$ cat src/dsr_pkg.sv
`timescale 1ns / 1ps

package dsr_pkg;

	localparam int IDX_W = 6;
	localparam int FRAME_W = 18;
	localparam int LEN_W = 5;
	localparam int INIT_CMDS = 7;

	localparam logic [7:0] REINIT_RESET = 8'd100;
	localparam logic [LEN_W-1:0] CMD_LEN = 5'd12;
	localparam logic [LEN_W-1:0] DATA_LEN = 5'd18;
	localparam logic [2:0] CMD_PREFIX = 3'b100;
	localparam logic [2:0] DATA_PREFIX = 3'b101;
	localparam logic [2:0] LAST_INIT = 3'd6;

	localparam logic REQ_STORE = 1'b0;
	localparam logic REQ_REFRESH = 1'b1;

	typedef struct packed {
		logic       req_type;
		logic [4:0] byte_index;
		logic [7:0] byte_value;
	} item_t;

	typedef struct packed {
		logic [FRAME_W-1:0] frame_bits;
		logic [LEN_W-1:0]   frame_length;
		logic               last_frame;
	} result_t;

	typedef struct packed {
		logic             rd_en;
		logic [IDX_W-1:0] rd_idx;
		logic             sh_wr_en;
		logic [IDX_W-1:0] sh_idx;
		logic [7:0]       sh_data;
	} scan_cmd_t;

	typedef struct packed {
		logic [7:0] disp;
		logic [7:0] shad;
	} buf_rsp_t;

	typedef enum logic [1:0] {
		ST_IDLE,
		ST_INIT,
		ST_SCAN,
		ST_DRAIN
	} state_t;

	function automatic logic [7:0] init_cmd(input logic [2:0] n);
		logic [7:0] c;
		unique case (n)
			3'd0: c = 8'h00;
			3'd1: c = 8'h20;
			3'd2: c = 8'h18;
			3'd3: c = 8'h01;
			3'd4: c = 8'h03;
			3'd5: c = 8'hA6;
			3'd6: c = 8'h08;
			default: c = 8'h00;
		endcase
		return c;
	endfunction

endpackage

$ cat src/led_driver_dirty_refresh_serializer_unit.sv
`timescale 1ns / 1ps

// Display buffer with a shadow copy of the LED driver contents, sending only changed bytes.
// An item is accepted when start is high and busy is low. A store item writes one byte,
// gives no result, and leaves busy low. A refresh item raises busy and runs a
// small sequencer: seven command frames when the refresh count passes reinit_interval, then
// a scan of every buffer byte through one registered read port and one comparator, one
// byte per cycle, emitting a data frame for each byte that differs from the shadow copy.
// Each frame appears on result for one cycle with result_valid high; the receiver cannot
// stall, so frames come out at up to one per cycle and the final frame of a refresh carries
// last_frame.
// The cfg channel writes reinit_interval when cfg_valid and cfg_ready are both high; cfg_ready
// is always high. Reset clears both buffers and the refresh count, and sets the interval to
// 100. No clearing pass is needed after reset.
module led_driver_dirty_refresh_serializer_unit #(
	parameter int BUFFER_BYTES = 24
) (
	input  logic               clk,
	input  logic               arst_n,
	input  logic               start,
	output logic               busy,
	input  dsr_pkg::item_t     item,
	output logic               result_valid,
	output dsr_pkg::result_t   result,
	input  logic               cfg_valid,
	output logic               cfg_ready,
	input  logic [7:0]         cfg_data
);

	localparam logic [6:0] NBYTES = 7'(BUFFER_BYTES);

	logic [7:0]          interval_q;
	logic                st_en;
	dsr_pkg::scan_cmd_t  scan;
	dsr_pkg::buf_rsp_t   rsp;

	assign cfg_ready = 1'b1;

	always_ff @(posedge clk or negedge arst_n) begin
		if (!arst_n) begin
			interval_q <= dsr_pkg::REINIT_RESET;
		end else if (cfg_valid && cfg_ready) begin
			interval_q <= cfg_data;
		end
	end

	// Stores beyond the buffer are dropped.
	assign st_en = start && !busy && (item.req_type == dsr_pkg::REQ_STORE) &&
		({2'b00, item.byte_index} < NBYTES);

	dsr_buffers #(
		.BUFFER_BYTES(BUFFER_BYTES)
	) u_buffers (
		.clk     (clk),
		.arst_n  (arst_n),
		.st_en   (st_en),
		.st_idx  ({1'b0, item.byte_index}),
		.st_data (item.byte_value),
		.scan    (scan),
		.rsp     (rsp)
	);

	dsr_ctrl #(
		.BUFFER_BYTES(BUFFER_BYTES)
	) u_ctrl (
		.clk          (clk),
		.arst_n       (arst_n),
		.start        (start),
		.refresh      (item.req_type == dsr_pkg::REQ_REFRESH),
		.interval     (interval_q),
		.rsp          (rsp),
		.scan         (scan),
		.busy         (busy),
		.result_valid (result_valid),
		.result       (result)
	);

endmodule

$ cat src/dsr_buffers.sv
`timescale 1ns / 1ps

module dsr_buffers #(
	parameter int BUFFER_BYTES = 24
) (
	input  logic                     clk,
	input  logic                     arst_n,
	input  logic                     st_en,
	input  logic [dsr_pkg::IDX_W-1:0] st_idx,
	input  logic [7:0]               st_data,
	input  dsr_pkg::scan_cmd_t       scan,
	output dsr_pkg::buf_rsp_t        rsp
);

	localparam int AW = (BUFFER_BYTES > 1) ? $clog2(BUFFER_BYTES) : 1;

	logic [7:0] disp_mem [BUFFER_BYTES];
	logic [7:0] shad_mem [BUFFER_BYTES];
	logic [BUFFER_BYTES-1:0] dval_q;
	logic [BUFFER_BYTES-1:0] sval_q;

	logic [7:0] disp_s1;
	logic [7:0] shad_s1;
	logic       dv_s1;
	logic       sv_s1;

	logic [AW-1:0] st_a;
	logic [AW-1:0] rd_a;
	logic [AW-1:0] sh_a;

	assign st_a = st_idx[AW-1:0];
	assign rd_a = scan.rd_idx[AW-1:0];
	assign sh_a = scan.sh_idx[AW-1:0];

	// Entries never written read as zero through their valid bits.
	always_ff @(posedge clk or negedge arst_n) begin
		if (!arst_n) begin
			dval_q <= '0;
			sval_q <= '0;
		end else begin
			if (st_en) begin
				dval_q[st_a] <= 1'b1;
			end
			if (scan.sh_wr_en) begin
				sval_q[sh_a] <= 1'b1;
			end
		end
	end

	always_ff @(posedge clk) begin
		if (st_en) begin
			disp_mem[st_a] <= st_data;
		end
		if (scan.sh_wr_en) begin
			shad_mem[sh_a] <= scan.sh_data;
		end
		if (scan.rd_en) begin
			disp_s1 <= disp_mem[rd_a];
			shad_s1 <= shad_mem[rd_a];
			dv_s1   <= dval_q[rd_a];
			sv_s1   <= sval_q[rd_a];
		end
	end

	assign rsp.disp = dv_s1 ? disp_s1 : 8'h00;
	assign rsp.shad = sv_s1 ? shad_s1 : 8'h00;

endmodule

$ cat src/dsr_ctrl.sv
`timescale 1ns / 1ps

module dsr_ctrl #(
	parameter int BUFFER_BYTES = 24
) (
	input  logic                clk,
	input  logic                arst_n,
	input  logic                start,
	input  logic                refresh,
	input  logic [7:0]          interval,
	input  dsr_pkg::buf_rsp_t   rsp,
	output dsr_pkg::scan_cmd_t  scan,
	output logic                busy,
	output logic                result_valid,
	output dsr_pkg::result_t    result
);

	localparam logic [dsr_pkg::IDX_W-1:0] LAST_IDX = dsr_pkg::IDX_W'(BUFFER_BYTES - 1);
	localparam logic [dsr_pkg::IDX_W-1:0] IDX_ONE = dsr_pkg::IDX_W'(1);

	dsr_pkg::state_t state_q, state_d;

	logic [7:0]                 count_q;
	logic [2:0]                 init_cnt_q;
	logic [dsr_pkg::IDX_W-1:0]  rd_idx_q;
	logic [dsr_pkg::IDX_W-1:0]  cmp_idx_s1;
	logic                       cmp_v_s1;

	logic                         pend_v_q;
	logic [dsr_pkg::FRAME_W-1:0]  pend_bits_q;
	logic [dsr_pkg::LEN_W-1:0]    pend_len_q;
	logic                         out_v_q;
	dsr_pkg::result_t             out_q;

	logic                         accept;
	logic [8:0]                   count_next;
	logic                         init_hit;
	logic                         differ;
	logic                         new_v;
	logic [dsr_pkg::FRAME_W-1:0]  new_bits;
	logic [dsr_pkg::LEN_W-1:0]    new_len;
	logic                         flush;
	logic [6:0]                   nib_addr;

	assign busy       = (state_q != dsr_pkg::ST_IDLE);
	assign accept     = start && !busy && refresh;
	assign count_next = {1'b0, count_q} + 9'd1;
	assign init_hit   = count_next > {1'b0, interval};
	assign differ     = cmp_v_s1 && (rsp.disp != rsp.shad);
	assign nib_addr   = {cmp_idx_s1, 1'b0};

	always_ff @(posedge clk or negedge arst_n) begin
		if (!arst_n) begin
			state_q <= dsr_pkg::ST_IDLE;
		end else begin
			state_q <= state_d;
		end
	end

	always_comb begin
		state_d  = state_q;
		new_v    = 1'b0;
		new_bits = '0;
		new_len  = dsr_pkg::CMD_LEN;
		flush    = 1'b0;
		scan     = '0;

		unique case (state_q)
			dsr_pkg::ST_IDLE: begin
				if (accept) begin
					state_d = init_hit ? dsr_pkg::ST_INIT : dsr_pkg::ST_SCAN;
				end
			end
			dsr_pkg::ST_INIT: begin
				new_v    = 1'b1;
				new_bits = {6'b0, dsr_pkg::CMD_PREFIX, dsr_pkg::init_cmd(init_cnt_q), 1'b0};
				new_len  = dsr_pkg::CMD_LEN;
				if (init_cnt_q == dsr_pkg::LAST_INIT) begin
					state_d = dsr_pkg::ST_SCAN;
				end
			end
			dsr_pkg::ST_SCAN: begin
				scan.rd_en  = 1'b1;
				scan.rd_idx = rd_idx_q;
				if (rd_idx_q == LAST_IDX) begin
					state_d = dsr_pkg::ST_DRAIN;
				end
			end
			dsr_pkg::ST_DRAIN: begin
				if (!cmp_v_s1) begin
					flush   = 1'b1;
					state_d = dsr_pkg::ST_IDLE;
				end
			end
			default: begin
				state_d = dsr_pkg::ST_IDLE;
			end
		endcase

		// The compare stage runs in the cycle after each read, so its last compare falls in the drain state.
		if (differ) begin
			new_v         = 1'b1;
			new_bits      = {dsr_pkg::DATA_PREFIX, nib_addr, rsp.disp[3:0], rsp.disp[7:4]};
			new_len       = dsr_pkg::DATA_LEN;
			scan.sh_wr_en = 1'b1;
			scan.sh_idx   = cmp_idx_s1;
			scan.sh_data  = rsp.disp;
		end
	end

	always_ff @(posedge clk or negedge arst_n) begin
		if (!arst_n) begin
			count_q    <= '0;
			init_cnt_q <= '0;
			rd_idx_q   <= '0;
			cmp_v_s1   <= 1'b0;
			pend_v_q   <= 1'b0;
			out_v_q    <= 1'b0;
		end else begin
			if (accept) begin
				count_q    <= init_hit ? 8'd0 : count_next[7:0];
				init_cnt_q <= '0;
				rd_idx_q   <= '0;
			end
			if (state_q == dsr_pkg::ST_INIT) begin
				init_cnt_q <= init_cnt_q + 3'd1;
			end
			if (scan.rd_en) begin
				rd_idx_q <= rd_idx_q + IDX_ONE;
			end
			cmp_v_s1 <= scan.rd_en;

			// A frame is held back in a pending register so the final one can carry its last flag.
			out_v_q <= 1'b0;
			if (new_v) begin
				out_v_q  <= pend_v_q;
				pend_v_q <= 1'b1;
			end else if (flush) begin
				out_v_q  <= pend_v_q;
				pend_v_q <= 1'b0;
			end
		end
	end

	always_ff @(posedge clk) begin
		if (scan.rd_en) begin
			cmp_idx_s1 <= rd_idx_q;
		end
		if (new_v) begin
			pend_bits_q <= new_bits;
			pend_len_q  <= new_len;
		end
		if (new_v || flush) begin
			out_q.frame_bits   <= pend_bits_q;
			out_q.frame_length <= pend_len_q;
			out_q.last_frame   <= flush;
		end
	end

	assign result_valid = out_v_q;
	assign result       = out_q;

endmodule
$ cat config.mk
export PLATFORM = sky130hd
export DESIGN_NAME = led_driver_dirty_refresh_serializer_unit
export DESIGN_NICKNAME = d
export VERILOG_FILES = /design/src/dsr_pkg.sv /design/src/led_driver_dirty_refresh_serializer_unit.sv /design/src/dsr_buffers.sv /design/src/dsr_ctrl.sv
export SDC_FILE = /design/constraint.sdc
export NUM_CORES = 1
export LEC_CHECK = 0
export ABC_CLOCK_PERIOD_IN_PS = 4800
export BUFFER_PORTS_ARGS = -buffer_cell sky130_fd_sc_hd__buf_2
export CAP_MARGIN = 20
export CORE_MARGIN = 8
export CORE_UTILIZATION = 45
export CTS_CLUSTER_DIAMETER = 120
export DETAILED_ROUTE_END_ITERATION = 16
export GPL_TIMING_DRIVEN = 0
export HOLD_SLACK_MARGIN = 0.12
export PLACE_DENSITY_LB_ADDON = 0.15
export RECOVER_POWER = 25
export REMOVE_ABC_BUFFERS = 1
export SYNTH_ARGS = -nofsm -noshare
export SYNTH_HDL_FRONTEND = slang
export SYNTH_SLANG_ARGS = --single-unit
$ cat constraint.sdc
create_clock -name clk -period 4.8 [get_ports clk]
set_clock_uncertainty 0.2 [all_clocks]
set_input_delay 0.48 -clock clk [delete_from_list [all_inputs] [get_ports clk]]
set_output_delay 0.48 -clock clk [all_outputs]
set_load 0.05 [all_outputs]
# == Yosys cells after proc, flatten, opt, wreduce, memory -nomap -nowiden ==
# Memories as Yosys holds them, arrays and structs flattened. A register that Yosys moved wholly into a read port is not among the register bits.
# Index checks and enable logic that the tools add are counted.
# op_classes
add_sub_neg,3
magnitude_cmp,7
eq_ne,15
mux,39
bitwise,4
reduce_logical,16
# ops
operator,count
24-bit bitwise OR,2
8-bit case mux with 6 select lines,1
15-bit two-way mux,2
8-bit two-way mux,3
"5-bit by 6-bit < comparator with 1-bit output, second input constant",3
1-bit two-way mux,16
12-bit two-way mux,1
6-bit two-way mux,2
1-bit binary-select mux with 5-bit select,2
1-bit demux with 5-bit select,2
"5-bit by 1-bit >= comparator with 1-bit output, second input constant",2
2-bit two-way mux,5
"8-bit by 1-bit adder with 9-bit output, second input constant",1
"3-bit == test, second input constant",3
9-bit by 8-bit greater-than comparator with 1-bit output,1
8-bit != test,1
2-bit case mux with 4 select lines,1
2-bit nonzero test,4
1-bit logical AND,7
7-bit two-way mux,1
"6-bit by 1-bit adder with 6-bit output, second input constant",1
"3-bit by 2-bit == test with 1-bit output, second input constant",2
"6-bit by 5-bit == test with 1-bit output, second input constant",1
3-bit two-way mux,2
14 further kinds,18
# word_totals
ff_bits,133
ram_bits,384
inputBits,26
output_inout_bits,27
word_cells,106
n_memories,2
# mem_list
name,depth,width,rd,rd_clocked_by_memory_dff,wr,line_no,rtl
u_buffers.disp_mem,24,8,1,1,1,dsr_buffers.sv:17,logic [7:0] disp_mem [BUFFER_BYTES];
u_buffers.shad_mem,24,8,1,1,1,dsr_buffers.sv:18,logic [7:0] shad_mem [BUFFER_BYTES];

# == Longest topological paths before layout ==
# Gate-level depths: netlist of run 1.
# logic_depth
depth_word,9
mapped_depth,10
depth_no_buf,10

# == Cells and area by module ==
# A second synthesis of run 1 with hierarchy kept.
# hier_totals
cells_unflattened,1113
hier_area_um2,20908.8
# by_module_without_submodules
module,instances,cells_per_inst,area_per_inst_um2,seq_area_each_um2
dsr_buffers,1,819,17285.3,13272.7
dsr_ctrl,1,272,3254.4,1841.8
led_driver_dirty_refresh_serializer_unit,1,22,369.1,203.9

# == Worst setup path before layout of run 1 ==
# Ideal clock, no wire load.
# synth_path
path_kind,register to register
from,reg u_ctrl.state_q[0]
to,reg u_buffers.sv_s1 (data pin)
setup_time_ns,0.259
arrival_time_ns,2.668
t_required_ns,4.341
slack_ns,1.673
stages_incl_launch_ff,8
n_path_buf,1
cell_sequence,dfrtp_1 > inv_1 > ha_1 > and2_1 > buf_2 > mux4_2 > mux2_2 > a211o_1
# synth_between
elab_chain_cells,4
# synth_lines
item,line_no,rtl
start: declaration,dsr_ctrl.sv:21,"dsr_pkg::state_t state_q, state_d;"
start signal: assignment,dsr_ctrl.sv:54,state_q <= dsr_pkg::ST_IDLE;
start signal: assignment,dsr_ctrl.sv:56,state_q <= state_d;
2-bit == test,dsr_ctrl.sv:68,unique case (state_q)
7-bit two-way mux,dsr_ctrl.sv:68,
1-bit binary-select mux with 5-bit select,dsr_buffers.sv:61,sv_s1 <= sval_q[rd_a];
1-bit two-way mux (not written as such),dsr_buffers.sv:61,
end signal: assignment,dsr_buffers.sv:61,
end: declaration,dsr_buffers.sv:25,logic sv_s1;
# Every way passes these cells. The select of a mux whose other input is x is not followed.
# A chain may end at the register's enable or synchronous reset.

# == Worst setup path in the final report of run 1 ==
# layout_path
from,reg u_ctrl.state_q[0]
to,reg u_buffers.dv_s1 (data pin)
# layout_between
elab_chain_cells,4
# layout_lines
item,line_no,rtl
2-bit == test,dsr_ctrl.sv:68,
7-bit two-way mux,dsr_ctrl.sv:68,
1-bit binary-select mux with 5-bit select,dsr_buffers.sv:60,dv_s1 <= dval_q[rd_a];
1-bit two-way mux (not written as such),dsr_buffers.sv:60,
end signal: assignment,dsr_buffers.sv:60,
end: declaration,dsr_buffers.sv:24,logic dv_s1;
# Every way passes these cells. The select of a mux whose other input is x is not followed.

==> results of run 1 <==
## synth_stat cells (all sizes together), types with 3 or more instances
master	count
o41ai	8
a41o	14
nand4	4
clkbuf	34
mux2	5
inv	31
o211ai	3
buf	52
a21oi	34
nand2b	10
dfrtp	75
nand4bb	3
nor2	57
a22oi	3
o22ai	23
and3	34
xor2	7
o21ai	42
dfstp	3
nor3	4
a211oi	17
mux2i	21
ha	19
xnor2	3
or2	28
a21o	19
a32o	3
o221ai	33
and2	19
o21a	18
mux4	70
o32ai	3
edfxtp	445
nand2	91
nand3	10
nor2b	11
a32oi	16
nor4	20
## through the flow
stage	instance area, um^2	total power [uW]
2_1_floorplan	20900	9283
3_3_place_gp	21910	10800
3_5_place_dp	22480	11000
4_1_cts	24600	15390
5_1_grt	24650	16020
6_report	24650	15290
## sequential cells by signal, summed over array words and instances (netlist names), 16 cells and up
signal,count
u_buffers.sval_q,24
u_ctrl.result,19
u_buffers.shad_mem,192
u_buffers.disp_mem,192
u_buffers.dval_q,24
u_ctrl.pend_bits_q,16
## worst min-delay path by stage
stage                                   startpoint                             endpoint  slack [ns]  depth (start not counted)
4_1_cts                                    item[7]  u_buffers.disp_mem[17][7]$_DFFE_PP_        0.14                          1
3_3_place_gp        u_ctrl.pend_len_q[1]$_DFFE_PP_           u_ctrl.result[2]$_DFFE_PP_        0.20                          0
2_1_floorplan                               arst_n            interval_q[0]$_DFFE_PN0P_       -0.02                          0
5_1_grt        u_ctrl.pend_bits_q[9]$_SDFFCE_PN0P_          u_ctrl.result[15]$_DFFE_PP_        0.23                          0
6_report           u_ctrl.pend_bits_q[5]$_DFFE_PP_          u_ctrl.result[11]$_DFFE_PP_        0.22                          0
3_5_place_dp       u_ctrl.pend_bits_q[5]$_DFFE_PP_          u_ctrl.result[11]$_DFFE_PP_        0.20                          0
## power groups by stage
stage	clock (uW)	sequential (uW)	combinational, uW
after floorplan	0	6730	2550
after global placement	0	6660	4140
after detailed placement	0	6530	4480
after CTS	4430	6440	4520
after global routing	4600	6490	4930
final	4330	6410	4550
## cells by family after synthesis
group                    after synthesis  share of synthesized area [%]
flip-flops                           523                          71.84
other                                  2                        0.03522
XOR/XNOR                              10                         0.4108
AO/OA/AOI/OAI                        253                          8.526
adder cells (fa/ha/maj)               19                          1.115
multiplexers                          96                          8.643
AND/OR/NAND/NOR                      293                          6.888
buffers and inverters                117                          2.546
## cells in the final DEF, fill, tap and decap left out, types with 19 or more instances in the layout
cell	synthesis	final
inv_1	31	31
nor4_2	0	20
mux4_2	70	70
a21oi_1	34	33
edfxtp_1	445	445
o221ai_1	33	33
o21ai_0	40	40
mux2i_1	21	21
clkbuf_1	34	21
nand2_1	90	88
and3_1	34	34
or2_2	27	27
dlygate4sd3_1	0	27
o22ai_1	23	23
a21o_1	19	19
dfrtp_1	75	73
clkbuf_16	0	54
nor2_1	56	54
buf_2	29	40
## worst register-to-register path: cells and delay by family (launching register included)
kind | cells | cell delay [ns]
muxes | 2 | 0.88
buffers and inverters | 3 | 0.73
and+or+nand+nor | 1 | 0.63
DFF | 1 | 0.41
adders and majority gates | 1 | 0.36
AOI/OAI and AO/OA | 1 | 0.30
## metal layers
layer	share of wire, %	track usage [%]	routed length (um)
met4	2.1	5.526	1039
met3	6.4	3.106	3122
met2	46	28.16	22550
met1	45	25.91	22030
met5	0	0	0
## area by class of cell
type                    count  share of cell area [%]
inverters                  31                  0.4720
well taps                 607                   3.081
flip-flops and latches    523                   62.16
repair buffers            108                   3.908
clock buffers              70                   5.887
multi-input cells         674                   22.86
clock inverters            32                   1.629
==> out/qor.txt, run 1 <==
outcome -> complete, but fails checks
violated checks -> capacitance limit, slew limit
Post-CTS Setup Bufs -> 0
die height -> 233.7 um
via density per instance -> 5.807
Setup CP Type -> flop to flop
fraction of power consumed by sequential logic -> 41.9%
r2r worst-path depth -> 8
fin crit period -> 3.750 ns
CTS tree -> done
Hold Vio Cnt, Final -> 0
CP peak stage delay -> 0.59 ns
GRT overflow -> 0
Worst-Margin Slew -> 2.225 ns
Final setup viols -> 0
clk_lat worst skew -> 0.62 ns
relative slew slack -> -48.32%
H-tree depth -> 2
Setup TNS Final -> 0 ns
Starting Density -> 45.71%
RSZ-0062 raised after global routing -> no
DR vias -> 11880
CTS Buf Count -> 54
Finished Layout Cells -> 2045
share of the synthesized area in the top cell type -> 62.67%
hold_buf cts -> 27
post_cts resized -> 0
Net Sw Frac -> 33.96%
synth warn -> 0
initial drt markers -> 1007
storage element area -> 15320 um^2
core area -> 46650 um^2
Crit-path slowest cell -> and2_2
Reg2Reg Setup Slack -> 1.05 ns
cell family with most CP delay -> multiplexers
layout cells sized above 1 -> 20.31%
CTS Buffer Depth -> 3
Distinct cells, synth -> 63
clock slew at reported path FFs -> 0.06 ns
worst-path fanout max -> 56
Crit path arrival time -> 3.91 ns
capture point of the worst reg-to-reg path -> u_buffers.dv_s1$_DFFE_PP_
nets -> 1437
synthesized netlist cell count -> 1313
Pins Over Slew Limit -> 36
first-pass GRT wire length -> 74.65 mm
Top FF cell, synth -> edfxtp_1
Setup Slack @ Placement -> 1.032 ns
crit path capture type -> flop
Die W -> 233.7 um
# fillers -> 3758
final hold slack -> 0.2157 ns
largest net degree at the start of global routing -> 68
Antenna diodes -> 0
# port buffers -> 49
EDFF count, synth -> 445
post-synthesis register bit count -> 523
critical path endpoint -> u_buffers.dv_s1$_DFFE_PP_
Comb pwr share -> 29.8%
Power per Cell Area -> 620.2 nW/um^2
Post-DP HPWL -> 30.28 mm
clock network power share -> 28.3%
gp weighted congestion -> 0.8158
final core utilization -> 52.84%
CP Launch Point -> u_ctrl.state_q[0]$_DFFE_PN0P_
peak supply drop -> 0.0004289 V
multi-input combinational cell area -> 5637 um^2
# rows -> 79
Pre-antenna DRT Iters -> 5
top cells by area, synth -> edfxtp_1, dfrtp_1, mux4_2, nand2_1, o221ai_1
final worst setup slack -> 1.050 ns
cell-internal power -> 10100 uW
Achievable Freq -> 266.7 MHz
P&R area growth vs syn -> 15.61%
die area -> 54610 um^2
Pleak -> 0.008829 uW
Placed Instances -> 1913
clk sinks -> 523
WP depth -> 8
Setup crit start kind -> flop
IO Count -> 53
DR WL/cell -> 23.83 um
Residual DRC -> 0
Seq/Total Area, Yosys -> 71.84%
cell area after synthesis -> 21320 um^2
hold crit path type -> flop to flop
Syn Area/Cell -> 16.24 um^2
leading area contributor after synthesis -> edfxtp_1
WP buf/inv -> 3
max cap viols -> 1
vias in the first global route -> 12050
reg-to-reg startpoint -> u_ctrl.state_q[0]$_DFFE_PN0P_
WL final -> 48.74 mm
Root Driver -> clkbuf_16
Cell Chain, Critical Path -> inv_1, ha_4, buf_16, and2_2, buf_12, mux4_2, mux2_2, a211o_1
total track usage -> 18.09%
initial antenna violation count -> 1
Psw -> 5193 uW
fin crit share -> 78.12%
critical path required time -> 4.96 ns
ANT nets after route -> 0
Async S/R FF share, synth -> 14.91%
Note: power is estimated with default switching activity, not from simulation.
==> inputs of run 2 (changes only) <==
Settings changed: ABC_CLOCK_PERIOD_IN_PS 4800 to 3800.
Clock period 4.8 ns to 3.8 ns, I/O delays scaled along.
==> out/qor.txt, run 2 (synthesis gave the netlist of run 1 again) <==
die height -> 233.7 um
Final setup viols -> 0
DR WL/cell -> 23.85 um
Antenna diodes -> 0
via density per instance -> 5.781
first-pass GRT wire length -> 74.85 mm
# fillers -> 3756
r2r worst-path depth -> 8
die area -> 54610 um^2
fin crit share -> 93.74%
Reg2Reg Setup Slack -> 0.24 ns
DR vias -> 11860
initial drt markers -> 965
RSZ-0062 raised after global routing -> no
crit path capture type -> flop
initial antenna violation count -> 1
Starting Density -> 45.71%
Power per Cell Area -> 781.9 nW/um^2
fin crit period -> 3.562 ns
Crit path arrival time -> 3.72 ns
Achievable Freq -> 280.7 MHz
final worst setup slack -> 0.2377 ns
Root Driver -> clkbuf_16
clk sinks -> 523
Setup Slack @ Placement -> 0.03203 ns
CTS Buffer Depth -> 3
CTS tree -> done
commonest non-fill, non-tap cell in the layout -> edfxtp_1
peak supply drop -> 0.0005425 V
most frequent cells in the layout -> edfxtp_1, nand2_1, dfrtp_1
clock slew at reported path FFs -> 0.06 ns
IO Count -> 53
nets -> 1444
Hold Path Depth -> 4
hold crit path type -> primary input to flop
clk_lat worst skew -> 0.62 ns
Hold Vio Cnt, Final -> 0
largest net degree at the start of global routing -> 68
total track usage -> 18.14%
outcome -> complete, no violations
Worst-Margin Slew -> 1.257 ns
relative slew slack -> 16.21%
Setup CP Type -> flop to flop
Post-DP HPWL -> 30.28 mm
Pre-antenna DRT Iters -> 5
layout cells sized above 1 -> 20.21%
H-tree depth -> 2
biggest regs -> u_buffers.disp_mem: 192 flops, u_buffers.shad_mem: 192 flops
ANT nets after route -> 0
Setup TNS Final -> 0 ns
Setup crit start kind -> flop
GRT overflow -> 0
P&R area growth vs syn -> 15.77%
# port buffers -> 49
CTS Buf Count -> 54
Pleak -> 0.008845 uW
Die W -> 233.7 um
critical path required time -> 3.96 ns
gp weighted congestion -> 0.8158
max cap viols -> 0
vias in the first global route -> 12080
worst-path fanout max -> 56
core area -> 46650 um^2
Residual DRC -> 0
Pins Over Slew Limit -> 0
# rows -> 79
WL final -> 48.94 mm
run 2: cell count changes in the layout (fill, tap and decap cells not counted), sizes merged:
cell / previous run / this run
clkbuf: 79 / 81
dlygate4sd3: 27 / 33
buf: 72 / 71
run 2: worst paths after layout:
kind | to | startpoint
max reg2reg | u_buffers.dv_s1$_DFFE_PP_ | u_ctrl.state_q[0]$_DFFE_PN0P_
max in group asynchronous | u_buffers.dval_q[17]$_DFFE_PN0P_ | arst_n
min reg2reg | u_ctrl.result[11]$_DFFE_PP_ | u_ctrl.pend_bits_q[5]$_DFFE_PP_
max | u_buffers.dv_s1$_DFFE_PP_ | u_ctrl.state_q[0]$_DFFE_PN0P_
min | u_ctrl.count_q[1]$_DFFE_PN0P_ | start
min in group asynchronous | interval_q[2]$_DFFE_PN1P_ | arst_n
run 2: layout make-up:
| type | count | area (um^2) | share of cell area [%] |
|---|---|---|---|
| clock buffers | 70 | 1451 | 5.879 |
| clock inverters | 32 | 401.6 | 1.627 |
| inverters | 31 | 116.4 | 0.4713 |
| multi-input cells | 674 | 5638 | 22.84 |
| flip-flops and latches | 523 | 15320 | 62.07 |
| well taps | 607 | 759.5 | 3.076 |
| repair buffers | 115 | 997.2 | 4.039 |
run 2: layer usage:
layer	GRT usage, %	share of wire, %
met1	26.00	46
met2	28.31	47
met3	3.106	5.6
met4	5.388	2.0
met5	0	0
run 2: worst max-delay path: stages, from the launching register on:
cell and delay, ns:
dfrtp_1 0.41, inv_1 0.16, ha_4 0.36, buf_16 0.30, and2_4 0.43, buf_12 0.24, mux4_2 0.54, mux2_2 0.32
a211o_1 0.30
run 2: what timing repair did:
item / in CTS / in global routing
resized for setup: 0 / 1
hold buffers: 34 / 0
hold endpoints to repair: 278 / 0
buffers inserted: 0 / 0
setup endpoints to repair: 0 / 2
run 2: power by group:
group	leakage, uW	switching, uW	total (uW)	internal, uW
Sequential	0.00513	714	8100	7380
Combinational	0.00280	3640	5740	2100
Clock	0.000910	2210	5470	3260
Total	0.00884	6570	19300	12700
run 2: metrics by stage:
step | instance area, um^2 | utilization [%] | cells | hold slack, ns | total power (uW)
6_report | 24690 | 52.92 | 2052 | 0.1792 | 19300
5_1_grt | 24690 | 52.92 | 2052 | 0.2126 | 20210
4_1_cts | 24680 | 52.90 | 2049 | 0.1615 | 19440
3_5_place_dp | 22480 | 48.18 | 1913 | 0.1839 | 13900
3_3_place_gp | 21910 | 46.95 | 1884 | 0.2017 | 13550
2_1_floorplan | 20900 | - | 1228 | -0.1156 | 11730
